`src/design/quaternion_to_euler_angles_defines.svh`:
```
// Assertion macros used by the quaternion to Euler angles design.
`ifndef QUATERNION_TO_EULER_ANGLES_DEFINES_SVH
`define QUATERNION_TO_EULER_ANGLES_DEFINES_SVH

// Same-cycle implication under clock and reset.
`define QEA_ASSERT_IMPLY(label, ante, cons, msg) \
   label: assert property (@(posedge clock) disable iff (reset) (ante) |-> (cons)) \
      else $error(msg);

// Next-cycle implication under clock and reset.
`define QEA_ASSERT_NEXT(label, ante, cons, msg) \
   label: assert property (@(posedge clock) disable iff (reset) (ante) |=> (cons)) \
      else $error(msg);

`endif

```
`src/design/qea_pkg.sv`:
```
// Types, constants and helper functions for the quaternion to Euler angles pipeline.
`timescale 1ns / 1ps
`default_nettype none
package qea_pkg;
   localparam int CORDIC_STEPS    = 16;
   localparam int ANGLE_FRAC_BITS = 7;
   localparam int TABLE_LEN       = 24;
   localparam int TAB_W           = $clog2(TABLE_LEN);
   localparam int ACC_FRAC        = 24;
   localparam int CW              = 37;
   localparam int AW              = 34;
   localparam int PW              = 34;
   localparam int SQ_STEPS        = 31;
   localparam int RW              = 62;
   localparam int SH_W            = 6;
   localparam int FRONT_STAGES    = 4;
   localparam int DEPTH           = FRONT_STAGES + SQ_STEPS + 1 + CORDIC_STEPS + 1;
   localparam int OUT_SH          = ACC_FRAC - ANGLE_FRAC_BITS;

   localparam logic signed [AW-1:0] ONE_Q30 = AW'(1) <<< 30;
   localparam logic signed [AW-1:0] ACC_90  = AW'(90) <<< ACC_FRAC;
   localparam logic signed [AW-1:0] RND     = AW'(1) <<< (OUT_SH - 1);
   localparam logic signed [AW-1:0] LIM_X   = AW'(180) <<< ANGLE_FRAC_BITS;
   localparam logic signed [AW-1:0] LIM_Y   = AW'(90) <<< ANGLE_FRAC_BITS;

   localparam logic signed [AW-1:0] ATAN_TABLE [TABLE_LEN] = '{
      34'sd754974720, 34'sd445687602, 34'sd235489088, 34'sd119537938,
      34'sd60000934, 34'sd30029717, 34'sd15018523, 34'sd7509720,
      34'sd3754917, 34'sd1877466, 34'sd938734, 34'sd469367,
      34'sd234684, 34'sd117342, 34'sd58671, 34'sd29335,
      34'sd14668, 34'sd7334, 34'sd3667, 34'sd1833,
      34'sd917, 34'sd458, 34'sd229, 34'sd115
   };

   typedef struct packed {
      logic signed [PW-1:0] num_x;
      logic signed [PW-1:0] den_x;
      logic signed [PW-1:0] num_z;
      logic signed [PW-1:0] den_z;
      logic signed [31:0]   s;
   } side_type;

   typedef struct packed {
      logic [RW-1:0] rem;
      logic [RW-1:0] res;
   } sqrt_type;

   typedef struct packed {
      logic signed [CW-1:0] x;
      logic signed [CW-1:0] y;
      logic signed [AW-1:0] acc;
      logic                 zero;
   } lane_type;

   function automatic lane_type pre_rotate(input logic signed [CW-1:0] y,
                                           input logic signed [CW-1:0] x);
      lane_type l;
      l.zero = (x == '0) && (y == '0);
      l.x    = x;
      l.y    = y;
      l.acc  = '0;
      if (x < 0) begin
         if (y >= 0) begin
            l.x   = y;
            l.y   = -x;
            l.acc = ACC_90;
         end else begin
            l.x   = -y;
            l.y   = x;
            l.acc = -ACC_90;
         end
      end
      return l;
   endfunction

   function automatic logic signed [AW-1:0] to_angle(input logic signed [AW-1:0] acc,
                                                     input logic zero,
                                                     input logic signed [AW-1:0] lim);
      logic signed [AW-1:0] a;
      logic signed [AW-1:0] r;
      a = zero ? '0 : acc;
      r = (a + RND) >>> OUT_SH;
      if (r > lim) r = lim;
      if (r < -lim) r = -lim;
      return r;
   endfunction
endpackage
`default_nettype wire

```
`src/design/qea_cordic_cell.sv`:
```
// One vectoring CORDIC micro-rotation for one angle lane.
`timescale 1ns / 1ps
`default_nettype none
module qea_cordic_cell import qea_pkg::*; (
   input  wire logic             clock,
   input  wire logic             en,
   input  wire logic [TAB_W-1:0] step_idx,
   input  wire lane_type         lane_i,
   output lane_type              lane_o
);
   lane_type lane_in, lane_ff;
   logic signed [CW-1:0] dx, dy;

   always_comb begin
      dx = lane_i.y >>> step_idx;
      dy = lane_i.x >>> step_idx;
      lane_in.zero = lane_i.zero;
      if (lane_i.y >= 0) begin
         lane_in.x   = lane_i.x + dx;
         lane_in.y   = lane_i.y - dy;
         lane_in.acc = lane_i.acc + ATAN_TABLE[step_idx];
      end else begin
         lane_in.x   = lane_i.x - dx;
         lane_in.y   = lane_i.y + dy;
         lane_in.acc = lane_i.acc - ATAN_TABLE[step_idx];
      end
   end

   always_ff @(posedge clock) begin
      if (en) lane_ff <= lane_in;
   end

   assign lane_o = lane_ff;
endmodule
`default_nettype wire

```
`config.mk`:
```
export PLATFORM = sky130hd
export DESIGN_NAME = qea_cordic_cell
export DESIGN_NICKNAME = d
export VERILOG_FILES = /design/src/design/quaternion_to_euler_angles_defines.svh /design/src/design/qea_pkg.sv /design/src/design/qea_cordic_cell.sv
export SDC_FILE = /design/constraint.sdc
export NUM_CORES = 1
export LEC_CHECK = 0
export BUFFER_PORTS_ARGS = -buffer_cell sky130_fd_sc_hd__buf_2
export CORE_ASPECT_RATIO = 1.25
export CORE_MARGIN = 1.5
export CORE_UTILIZATION = 25
export DETAILED_ROUTE_END_ITERATION = 16
export PLACE_DENSITY = 0.41
export SYNTH_ARGS = -nofsm -noshare
export SYNTH_HDL_FRONTEND = slang
export SYNTH_SLANG_ARGS = --single-unit
export TNS_END_PERCENT = 50
```
`constraint.sdc`:
```
create_clock -name clock -period 20 [get_ports clock]
set_clock_uncertainty 0.1 [all_clocks]
set_input_delay 1 -clock clock [delete_from_list [all_inputs] [get_ports clock]]
set_output_delay 1 -clock clock [all_outputs]
set_load 0.02 [all_outputs]
```
After elaboration in Yosys (flattened, before gate mapping)
Memory sizes are Yosys's and may differ from the RTL's.
Index checks and enable logic that the tools add are counted.
{"block": "word_totals", "ff_bits": 109, "mem_count": 1, "wordCells": 19, "in_bits": 116, "output_inout_bits": 109, "mem_bits_ro": 1088}
{"block": "classes", "shifts": 2, "muxes": 3, "bitwise_logic": 1, "add_sub_neg": 6, "magnitude_cmp": 2}
{"memory": "(name not given)", "words": 32, "word_bits": 34, "rd": 1, "rd_ports_with_merged_regs": 0, "write_ports": 0, "line_no": "qea_cordic_cell.sv:25", "text": "lane_in.acc = lane_i.acc - ATAN_TABLE[step_idx];"}
{"operator": "$mux W108", "count": 1}
{"operator": "$add A37 B37 Y37", "count": 2}
{"operator": "$sshr A37 B5 Y37", "count": 2}
{"operator": "$sub A37 B37 Y37", "count": 2}
{"operator": "$mux W34", "count": 2}
{"operator": "$ge A37 B1 Y1 const B", "count": 1}
{"operator": "$add A34 B34 Y34", "count": 1}
{"operator": "$sub A34 B34 Y34", "count": 1}
{"operator": "$ge A6 B6 Y1 const B", "count": 1}
{"operator": "$not A5 Y6", "count": 1}

Logic depth before layout (Yosys ltp)
{"block": "logic_depth", "word_depth": 6, "mapped_depth": 28, "depth_no_buf": 24}

Worst setup path before layout
OpenSTA, ideal clock, no wires.
{"block": "synth_timing", "path_kind": "input port to flip-flop", "start": "input port step_idx[1]", "end": "register lane_ff (netlist bit lane_o[34]) (data pin)", "cell_stages": 25, "arrival_ps": 7248, "path_slack_ps": 12392, "cell_sequence": "buf_2 -> inv_2 -> buf_1 -> clkbuf_1 -> clkbuf_1 -> ha_1 -> clkbuf_1 -> inv_1 -> mux4_2 -> nor3_1 -> nand2_1 -> or3b_2 -> o31ai_1 -> xnor2_1 -> ha_1 -> a21o_1 -> a21oi_1 -> o21ai_0 -> a221oi_1 -> o21ai_0 -> a221oi_1 -> a211oi_1 -> a2111o_1 -> a21oi_1 -> xnor2_1"}
{"item": "start: declaration", "line_no": "qea_cordic_cell.sv:7", "text": "input wire logic [TAB_W-1:0] step_idx,"}
{"item": "end signal: assignment", "line_no": "qea_cordic_cell.sv:30", "text": "if (en) lane_ff <= lane_in;"}
{"item": "end: declaration", "line_no": "qea_cordic_cell.sv:11", "text": "lane_type lane_in, lane_ff;"}

==> metrics <==
status finished clean; fillers approximately 7.4k; Netlist Area Pre-Place between 0.015 and 0.02 mm²; Tmin final around 9 ns; Vias ~17k; Die W roughly 240 µm; worst slack, placed about 11 ns; syn nets 2188; Post-CTS Setup Bufs 0; Syn Inst Count approximately 2k; full die area 0.0711 mm²; Slew HR 6.88%; Top-Level Pins 225; Post-synth EDFFs 109; CTS H-tree depth 3; Initial Util between 20% and 30%; Clock Power Share roughly 14%; sequential-to-total area share from yosys stat a little under a fifth; Period Utilization, post-route 44.0%; layout cell share with drive strength beyond 1 a little over a fifth; initial antenna violation count 4; worst-margin pin slew between 1 and 1.5 ns; commonest non-fill, non-tap cell in the layout buf_2; vias in the first global route between 15k and 20k; FP Rows around 110; VDD IR max 0.0000466 V; Hold Fails Final Rpt 0; Startpoint Class input pin; Seq cells post-synth ~110; Setup-failing EPs final 0; Final Non-Filler Cells approximately 3.0k; leading cell types in the layout, fill and taps excluded buf_2 (219), nand2_1 (162), a21oi_1 (156), o21ai_0 (136), xnor2_1 (125); syn_area_per_cell about 8.9 µm²; RePlAce Congestion ~0.97; drt drc 0; Register Area about 0.0033 mm²; ys flop type edfxtp_1; Core Region 0.0685 mm²; critical path required time about 20 ns; CTS tree done; Post-DRT Antenna Nets 0; max reg flops about 110; routed len/inst between 20 and 30 µm; logic gate share of total power between 60% and 70%; PwrDens just over 70 mW/mm²; internal power between 0.0007 and 0.0008 W; max-cap violation count 0; Cell variety after synth 86; Post-synth ARST share 0%; Leakage Power around 7.6 nW; achievable frequency around 110 MHz; Final Total Pwr approximately 0.0014 W; CTS resizes 0; DR iter-0 viols between 1.5k and 2k; First-pass DRT Iterations 7; GRT overflow 0; largest net degree at the start of global routing approximately 110; vias per inst 5.75; Setup TNS 0 ns; share of power burned in registers about a quarter; Worst-path clk slew roughly 0.080 ns; Total Routing Usage GR roughly 22%; Buffers on Ports around 220; switching power total between 0.0006 and 0.0007 W; Num CTS Buffers 9; hold_buf cts 0; RSZ-0062 raised after global routing false; overall die height a little under 300 µm; total wire length 81000 µm; crit path max fanout between 50 and 60; critical path endpoint category flip-flop; Cells after DPL roughly 3.0k; Ys Warns 0; Net Sw Frac roughly 47%; clk buf depth 2; CP Data Arrival Time approximately 8.9 ns; NumNets Final roughly 2.3k; Layout area overhead 13.0%; clock tree sinks ~110; clk root buf clkbuf_16; critical path class input pin to flip-flop; Post-DP HPWL approximately 64000 µm; fin worst setup slack between 10 and 15 ns; first-pass GRT wire length ~120000 µm; Hold WC Path Type input pin to flip-flop; Slew Viols, Final 0; multi-input logic area about 0.013 mm²
-- worst paths after layout --
kind	cells past startpoint	slack, ns	startpoint	end
worst min-delay path	1	0.66	lane_i[0]	lane_o[0]
worst max-delay path	21	11.19	step_idx[0]	lane_o[107]
-- cells by family after synthesis --
kind of cell               count (synthesis)  synth area share (%)
and+or+nand+nor                          513                  14.5
AOI/OAI and AO/OA                        638                  24.3
xor gates and xnor gates                 183                  9.22
DFF                                      109                  18.8
muxes                                    226                  20.4
buffers and inverters                    161                  4.04
adders and majority gates                121                  8.84
-- area by class of cell --
cell class / count / share of cell area [%]
clock inverters: 7 / 0.299
flip-flops and latches: 109 / 16.7
diodes: 4 / 0.0510
multi-input cells: 1681 / 68.3
well taps: 926 / 5.90
repair buffers: 250 / 6.85
inverters: 40 / 0.764
clock buffers: 9 / 1.15
-- routing by layer --
layer  wire [µm]  vias to the layer above  track usage, %
li1            -                     7878               -
met1       33800                     8624            28.7
met2       38400                      750            36.7
met3        5270                      148            3.54
met4        3550                        2            10.2
met5          11                        -               0
-- worst max-delay path, stage by stage --
cell      delay, ns
buf_6          0.35
buf_4          0.68
buf_4          0.83
mux4_2         0.61
mux2_2         0.30
o211ai_1       0.40
o221ai_1       0.31
or4_4          0.61
or3_4          0.42
or4_4          0.57
o21ai_1        0.23
mux2_1         0.35
a221o_1        0.27
ha_1           0.33
a21o_1         0.17
a21o_1         0.21
or3_1          0.30
or3_1          0.35
a41oi_1        0.21
o21bai_1       0.10
xor2_1         0.14
-- cells in the mapped netlist (35+ instances only) --
library cell    n  area (µm²)
a21o_1         42         315
mux2_2         41         462
o21ai_0       136         681
inv_1          38         143
xnor2_1       125        1090
a21oi_1       156         781
clkbuf_1       56         210
ha_1          118        1480
mux4_2         98        2210
edfxtp_1      109        3270
xor2_1         58         508
nand2_1       162         608
nor2_1        123         462
mux2i_1        86         861
nand2b_1       35         219
-- power by group through the flow --
stage | clock (W) | sequential [W] | combinational, W
after floorplan | 0 | 0.000442 | 0.000486
after global placement | 0 | 0.000365 | 0.000843
after detailed placement | 0 | 0.000365 | 0.000840
after CTS | 0.000206 | 0.000360 | 0.000846
after global routing | 0.000211 | 0.000366 | 0.000914
final | 0.000193 | 0.000358 | 0.000847
-- metrics by stage --
stage	instance area [µm²]	utilization, %	hold WS [ns]
2_1_floorplan	17400	-	0.999
3_3_place_gp	19300	28.2	1.08
3_5_place_dp	19300	28.2	1.09
4_1_cts	19600	28.6	0.636
5_1_grt	19600	28.6	0.640
6_report	19600	28.7	0.661
Note: power is estimated with default switching activity, not from simulation.
