### config.mk
export PLATFORM = sky130hd
export DESIGN_NAME = qea_sqrt_cell
export DESIGN_NICKNAME = d
export VERILOG_FILES = /design/src/design/quaternion_to_euler_angles_defines.svh /design/src/design/qea_pkg.sv /design/src/design/qea_sqrt_cell.sv
export SDC_FILE = /design/constraint.sdc
export NUM_CORES = 1
export LEC_CHECK = 0
export ABC_AREA = 0
export BUFFER_PORTS_ARGS = -buffer_cell sky130_fd_sc_hd__buf_4
export CORE_ASPECT_RATIO = 0.6
export CORE_UTILIZATION = 37
export CTS_CLUSTER_DIAMETER = 30
export DETAILED_ROUTE_END_ITERATION = 10
export PLACE_DENSITY = 0.61
export SYNTH_ARGS = -nofsm -noshare
export SYNTH_HDL_FRONTEND = slang
export SYNTH_SLANG_ARGS = --single-unit
### constraint.sdc
create_clock -name clock -period 7.7 [get_ports clock]
set_clock_uncertainty 0.1 [all_clocks]
set_input_delay 0.77 -clock clock [delete_from_list [all_inputs] [get_ports clock]]
set_output_delay 0.77 -clock clock [all_outputs]
set_load 0.05 [all_outputs]
### src/design/quaternion_to_euler_angles_defines.svh
// Assertion macros used by the quaternion to Euler angles design.
`ifndef QUATERNION_TO_EULER_ANGLES_DEFINES_SVH
`define QUATERNION_TO_EULER_ANGLES_DEFINES_SVH

// Same-cycle implication under clock and reset.
`define QEA_ASSERT_IMPLY(label, ante, cons, msg) \
   label: assert property (@(posedge clock) disable iff (reset) (ante) |-> (cons)) \
      else $error(msg);

// Next-cycle implication under clock and reset.
`define QEA_ASSERT_NEXT(label, ante, cons, msg) \
   label: assert property (@(posedge clock) disable iff (reset) (ante) |=> (cons)) \
      else $error(msg);

`endif

### src/design/qea_pkg.sv
// Types, constants and helper functions for the quaternion to Euler angles pipeline.
`timescale 1ns / 1ps
`default_nettype none
package qea_pkg;
   localparam int CORDIC_STEPS    = 16;
   localparam int ANGLE_FRAC_BITS = 7;
   localparam int TABLE_LEN       = 24;
   localparam int TAB_W           = $clog2(TABLE_LEN);
   localparam int ACC_FRAC        = 24;
   localparam int CW              = 37;
   localparam int AW              = 34;
   localparam int PW              = 34;
   localparam int SQ_STEPS        = 31;
   localparam int RW              = 62;
   localparam int SH_W            = 6;
   localparam int FRONT_STAGES    = 4;
   localparam int DEPTH           = FRONT_STAGES + SQ_STEPS + 1 + CORDIC_STEPS + 1;
   localparam int OUT_SH          = ACC_FRAC - ANGLE_FRAC_BITS;

   localparam logic signed [AW-1:0] ONE_Q30 = AW'(1) <<< 30;
   localparam logic signed [AW-1:0] ACC_90  = AW'(90) <<< ACC_FRAC;
   localparam logic signed [AW-1:0] RND     = AW'(1) <<< (OUT_SH - 1);
   localparam logic signed [AW-1:0] LIM_X   = AW'(180) <<< ANGLE_FRAC_BITS;
   localparam logic signed [AW-1:0] LIM_Y   = AW'(90) <<< ANGLE_FRAC_BITS;

   localparam logic signed [AW-1:0] ATAN_TABLE [TABLE_LEN] = '{
      34'sd754974720, 34'sd445687602, 34'sd235489088, 34'sd119537938,
      34'sd60000934, 34'sd30029717, 34'sd15018523, 34'sd7509720,
      34'sd3754917, 34'sd1877466, 34'sd938734, 34'sd469367,
      34'sd234684, 34'sd117342, 34'sd58671, 34'sd29335,
      34'sd14668, 34'sd7334, 34'sd3667, 34'sd1833,
      34'sd917, 34'sd458, 34'sd229, 34'sd115
   };

   typedef struct packed {
      logic signed [PW-1:0] num_x;
      logic signed [PW-1:0] den_x;
      logic signed [PW-1:0] num_z;
      logic signed [PW-1:0] den_z;
      logic signed [31:0]   s;
   } side_type;

   typedef struct packed {
      logic [RW-1:0] rem;
      logic [RW-1:0] res;
   } sqrt_type;

   typedef struct packed {
      logic signed [CW-1:0] x;
      logic signed [CW-1:0] y;
      logic signed [AW-1:0] acc;
      logic                 zero;
   } lane_type;

   function automatic lane_type pre_rotate(input logic signed [CW-1:0] y,
                                           input logic signed [CW-1:0] x);
      lane_type l;
      l.zero = (x == '0) && (y == '0);
      l.x    = x;
      l.y    = y;
      l.acc  = '0;
      if (x < 0) begin
         if (y >= 0) begin
            l.x   = y;
            l.y   = -x;
            l.acc = ACC_90;
         end else begin
            l.x   = -y;
            l.y   = x;
            l.acc = -ACC_90;
         end
      end
      return l;
   endfunction

   function automatic logic signed [AW-1:0] to_angle(input logic signed [AW-1:0] acc,
                                                     input logic zero,
                                                     input logic signed [AW-1:0] lim);
      logic signed [AW-1:0] a;
      logic signed [AW-1:0] r;
      a = zero ? '0 : acc;
      r = (a + RND) >>> OUT_SH;
      if (r > lim) r = lim;
      if (r < -lim) r = -lim;
      return r;
   endfunction
endpackage
`default_nettype wire

### src/design/qea_sqrt_cell.sv
// One bit of the restoring square root, with the side lanes carried along.
`timescale 1ns / 1ps
`default_nettype none
module qea_sqrt_cell import qea_pkg::*; (
   input  wire logic            clock,
   input  wire logic            en,
   input  wire logic [SH_W-1:0] sh,
   input  wire sqrt_type        sq_i,
   input  wire side_type        side_i,
   output logic                 dummy_unused_n,
   output sqrt_type             sq_o,
   output side_type             side_o
);
   sqrt_type sq_in, sq_ff;
   side_type side_ff;
   logic [RW-1:0] bit_v, trial;

   always_comb begin
      bit_v = RW'(1) << sh;
      trial = sq_i.res + bit_v;
      if (sq_i.rem >= trial) begin
         sq_in.rem = sq_i.rem - trial;
         sq_in.res = (sq_i.res >> 1) + bit_v;
      end else begin
         sq_in.rem = sq_i.rem;
         sq_in.res = sq_i.res >> 1;
      end
   end

   always_ff @(posedge clock) begin
      if (en) begin
         sq_ff   <= sq_in;
         side_ff <= side_i;
      end
   end

   assign dummy_unused_n = 1'b1;
   assign sq_o   = sq_ff;
   assign side_o = side_ff;
endmodule
`default_nettype wire

======== Word-level counts from Yosys, hierarchy flattened ========
Cells that the tools add are included.
operators by class
  $add $sub $neg .......................... 3
  $lt $le $gt $ge ......................... 1
  shifts and indexed selects .............. 1
  mux-type cells .......................... 1
operator list
  operator                number
  $mux W124               1
  $add A61 B62 Y62        1
  $add A62 B62 Y62        1
  $ge A62 B62 Y1          1
  $shl A1 B6 Y62 const A  1
  $sub A62 B62 Y62        1
word-level totals
  bits in registers ....................... 292
  input bits .............................. 300
  output and inout port bits .............. 293

======== Longest topological paths before layout ========
  depth in word-level cells ............... 4
  mapped depth ............................ 33

======== Least setup slack after synthesis ========
OpenSTA, ideal clock, no wires.
  path type ............................... input to register
  start ................................... input port sh[1]
  end ..................................... register sq_ff, in the netlist sq_o[4] (data pin)
  setup time .............................. 0.269 ns
  arrival ................................. 6.669 ns
  path slack .............................. 0.662 ns
  cell stages on the path ................. 30
  buffers on the path ..................... 4
  path through ............................ or2_2 clkbuf_1 buf_1 or2_2 nor2_1 ha_1 a21o_1 a21o_1 a221oi_1 o221ai_1 a211oi_1 o221ai_1 a21o_1 a211o_1 a21oi_1 xnor2_1 ha_1 clkbuf_1 a21o_1 o21bai_1 a221o_1 a21oi_1 and2_1 a31o_2 a21oi_1 a21bo_2 a21oi_1 buf_2 nor2_1 xor2_1
RTL lines
  item                  line                 text
  from (decl)           qea_sqrt_cell.sv:7   input wire logic [SH_W-1:0] sh,
  to (signal assigned)  qea_sqrt_cell.sv:32  sq_ff <= sq_in;
  to (decl)             qea_sqrt_cell.sv:14  sqrt_type sq_in, sq_ff;

==> run_results.csv <==
group,metric,value,unit
route,drt-total-wl,92620,µm
die,core,59570,µm²
cells_and_area,n_fill_cell,5580,
power_and_ir_drop,p_int,4.352,mW
yosys,synth_cell_types,96,
sta,max_freq,0.1407,GHz
clock_tree,cts-root-buf,"clkbuf_16",
yosys,ys.warnings.count,0,
cells_and_area,areaGrowthSynthToFinish,34.67,%
yosys,netlist_instances,2464,
grt,grt_pass1_vias,20450,
placement,port_buffers,591,
route,drc,0,
yosys,avgSynthCellArea,9.113,µm²
clock_tree,cts_hold_buf,0,
yosys,syn-num-nets,2927,
sta,post-route-min-period,7.109,ns
power_and_ir_drop,power_switching,2.353,mW
yosys,synth.yosys.seq_area_share,0.3905,
route,viasPerCell,5.776,
sta,tns,0,ns
route,wl_per_cell,23.82,µm
die,boundaryPins,593,
clock_tree,cts_buffers,57,
power_and_ir_drop,seqPwrFrac,0.302,
status,status,"completed",
sta,finalHoldViolations,0,
power_and_ir_drop,total_power,6.705,mW
sta,max_slew_margin,0.2807,
yosys,async_flop_share,0,
cells_and_area,seqCellArea,8768,µm²
clock_tree,clkTransAtPathRegs,0.06,ns
sta,tightest_slew,1.079,ns
job,maxCapViolations,0,
clock_tree,cts_tree,"built",
placement,gp_congestion,0.9995,
setup_path,cp.arrival,7.37,ns
die,dieHeight,192.8,µm
grt,grt_overflow_total,0,
grt,antenna_found_initial,4,
yosys,synth-edff-count,292,
setup_path,crit_path_max_incr_delay,0.43,ns
clock_tree,cts_sinks,292,
power_and_ir_drop,leakage,13.38,nW
grt,grt_max_degree,95,
cells_and_area,finalCoreUtilization,0.5077,
die,die_area,61710,µm²
yosys,synth.largest_area_cell,"edfxtp_1",
route,dr.pass1.iters,6,
placement,dp_hpwl,75450,µm
setup_path,start_kind,"input pin",
setup_path,critical_path_peak_fanout,41,
sta,fin_crit_sh,0.9232,
yosys,ys_ff_latch,292,
grt,grt_use_total,0.2845,
die,start_util,0.3770,
sta,rsz0062_at_grt,"no",
route,num_vias,22460,
cells_and_area,layout.nets,3521,
die,dieWidth,320.0,µm
setup_path,critPathKind,"input pin to flop",
cells_and_area,layout-drive-gt1-share,0.2728,
min_path,hold_class,"input pin to flop",
setup_path,critical-path-slowest-cell,"and2_0",
cells_and_area,instances_no_fill,3888,
route,postRouteAntennaNets,0,
clock_tree,post-cts-setup-buffers,0,
grt,grt_pass1_wl,132500,µm
sta,drv_slew,0,
yosys,syn_area,22460,µm²
clock_tree,ctsResizeCount,0,
power_and_ir_drop,powerDensity,221.7,nW/µm²
sta,setup_slack,0.5911,ns
placement,dp_cells,3780,
yosys,synth_area_leaders,"edfxtp_1 (39%), ha_1 (9.0%), a21oi_1 (6.1%), a21o_1 (4.9%), xnor2_1 (4.7%)",
clock_tree,clock_path_buffers,3,
setup_path,required,7.96,ns
clock_tree,htree_levels,2,
placement,dp_slack,-0.09643,ns
cells_and_area,multi_input_area,12850,µm²
power_and_ir_drop,ir_drop,149.8,µV
power_and_ir_drop,pwr-share-comb,0.300,
yosys,synth_top_area_frac,0.3905,
power_and_ir_drop,pwr-share-clk,0.398,
setup_path,end_kind,"flop",
power_and_ir_drop,sw_frac_of_total,0.3510,
die,row_count,69,
yosys,synth-main-ff-cell,"edfxtp_1",
route,drtIter0Drc,2422,
sta,setup_viol,0,
power groups by stage:
stage               sequential, mW  combinational [mW]  clock [mW]
floorplan                     2.61               0.649           0
global placement              2.05                1.97           0
detailed placement            2.05                1.98           0
CTS                           2.03                1.99        2.71
global route                  2.04                2.12        2.79
finish                        2.03                2.01        2.67
per-stage QoR:
step           hold slack [ns]  area, µm²
2_1_floorplan           0.7689      22460
3_3_place_gp            0.8482      28160
3_5_place_dp            0.8493      28160
4_1_cts                 0.1886      30230
5_1_grt                 0.1892      30240
6_report                0.2214      30240
final timing paths:
| kind | from | end | slack, ns | cells past startpoint |
|---|---|---|---|---|
| hold / removal | side_i[113] | side_o[113]$_DFFE_PP_ | 0.22 | 1 |
| setup / recovery | sh[2] | sq_o[54]$_DFFE_PP_ | 0.59 | 29 |
state kept, by name, summed over array words and instances, names as in the netlist:
register,count
side_o,168
sq_o,124
synthesized netlist by cell type (5+ instances only):
master / instances
xor2_1: 67
a221oi_1: 8
a21boi_0: 6
nor2b_1: 19
nand4_1: 56
or4_1: 6
nand2b_1: 24
xnor2_1: 120
buf_2: 14
or3_1: 7
o21bai_1: 39
or2_2: 9
mux2i_1: 8
a41o_1: 5
nor4b_1: 5
o31ai_1: 9
and4_1: 5
a31o_2: 5
a221o_1: 5
o211ai_1: 14
nor3_1: 78
clkbuf_1: 140
a41oi_1: 10
inv_1: 61
ha_1: 162
nand3b_1: 7
and2_1: 17
a311oi_1: 7
nand3_1: 55
nand2_1: 196
o21ai_0: 150
o22ai_1: 5
nor2_1: 216
edfxtp_1: 292
a21o_1: 147
nor4_1: 12
a21oi_1: 274
a211o_1: 7
and3_1: 23
o21a_1: 11
a31oi_1: 29
o221ai_1: 12
a211oi_1: 20
nor3b_1: 8
o21ai_1: 13
cells by family (layout without fill, tap and decap cells):
logic type               Yosys count  count (layout)  share of synthesized area
multiplexers                       9               9                   0.004068
AO/OA/AOI/OAI                    822             822                     0.2360
other                              1               3                  0.0001670
adder cells (fa/ha/maj)          163             163                    0.09116
flip-flops                       292             292                     0.3905
AND/OR/NAND/NOR                  769             769                     0.1669
buffers and inverters            221             862                    0.03834
XOR/XNOR                         187             187                    0.07294
area by class of cell:
type / instances / area share
multi-input combinational: 1951 / 0.4249
clock buffer: 60 / 0.04824
inverter: 61 / 0.007571
clock inverter: 46 / 0.02031
antenna: 2 / 0.0001655
timing repair buffer: 695 / 0.1765
sequential: 292 / 0.2899
tap: 781 / 0.03231
critical path: cells and delay by family:
family | cells | cell delay, ns
AOI/OAI and AO/OA | 11 | 2.42
xor gates and xnor gates | 1 | 0.40
adders and majority gates | 2 | 0.57
buffers and inverters | 3 | 0.60
muxes | 1 | 0.15
and+or+nand+nor | 11 | 2.40
per-layer routing:
metal | GRT usage | vias up | wire length [µm]
met2 | 0.3538 | 1238 | 34670
met5 | 0 | - | 43
met1 | 0.4601 | 10650 | 45700
met4 | 0.04914 | 6 | 1134
met3 | 0.08973 | 96 | 11070
li1 | - | 10470 | -
layout by cell type (no fill, tap or decap), types with 19 or more instances in the layout:
cell and count:
a211oi_1 20, a21o_1 147, a21oi_1 273, a31oi_1 29, and3_1 23, buf_4 685
clkbuf_16 58, edfxtp_1 292, ha_1 162, inv_1 61, nand2_1 195, nand2b_1 24
nand3_1 55, nand4_1 56, nor2_1 216, nor2b_1 19, nor3_1 78, o21ai_0 150
o21bai_1 39, xnor2_1 120, xor2_1 67
(Power assumes the default switching activity.)
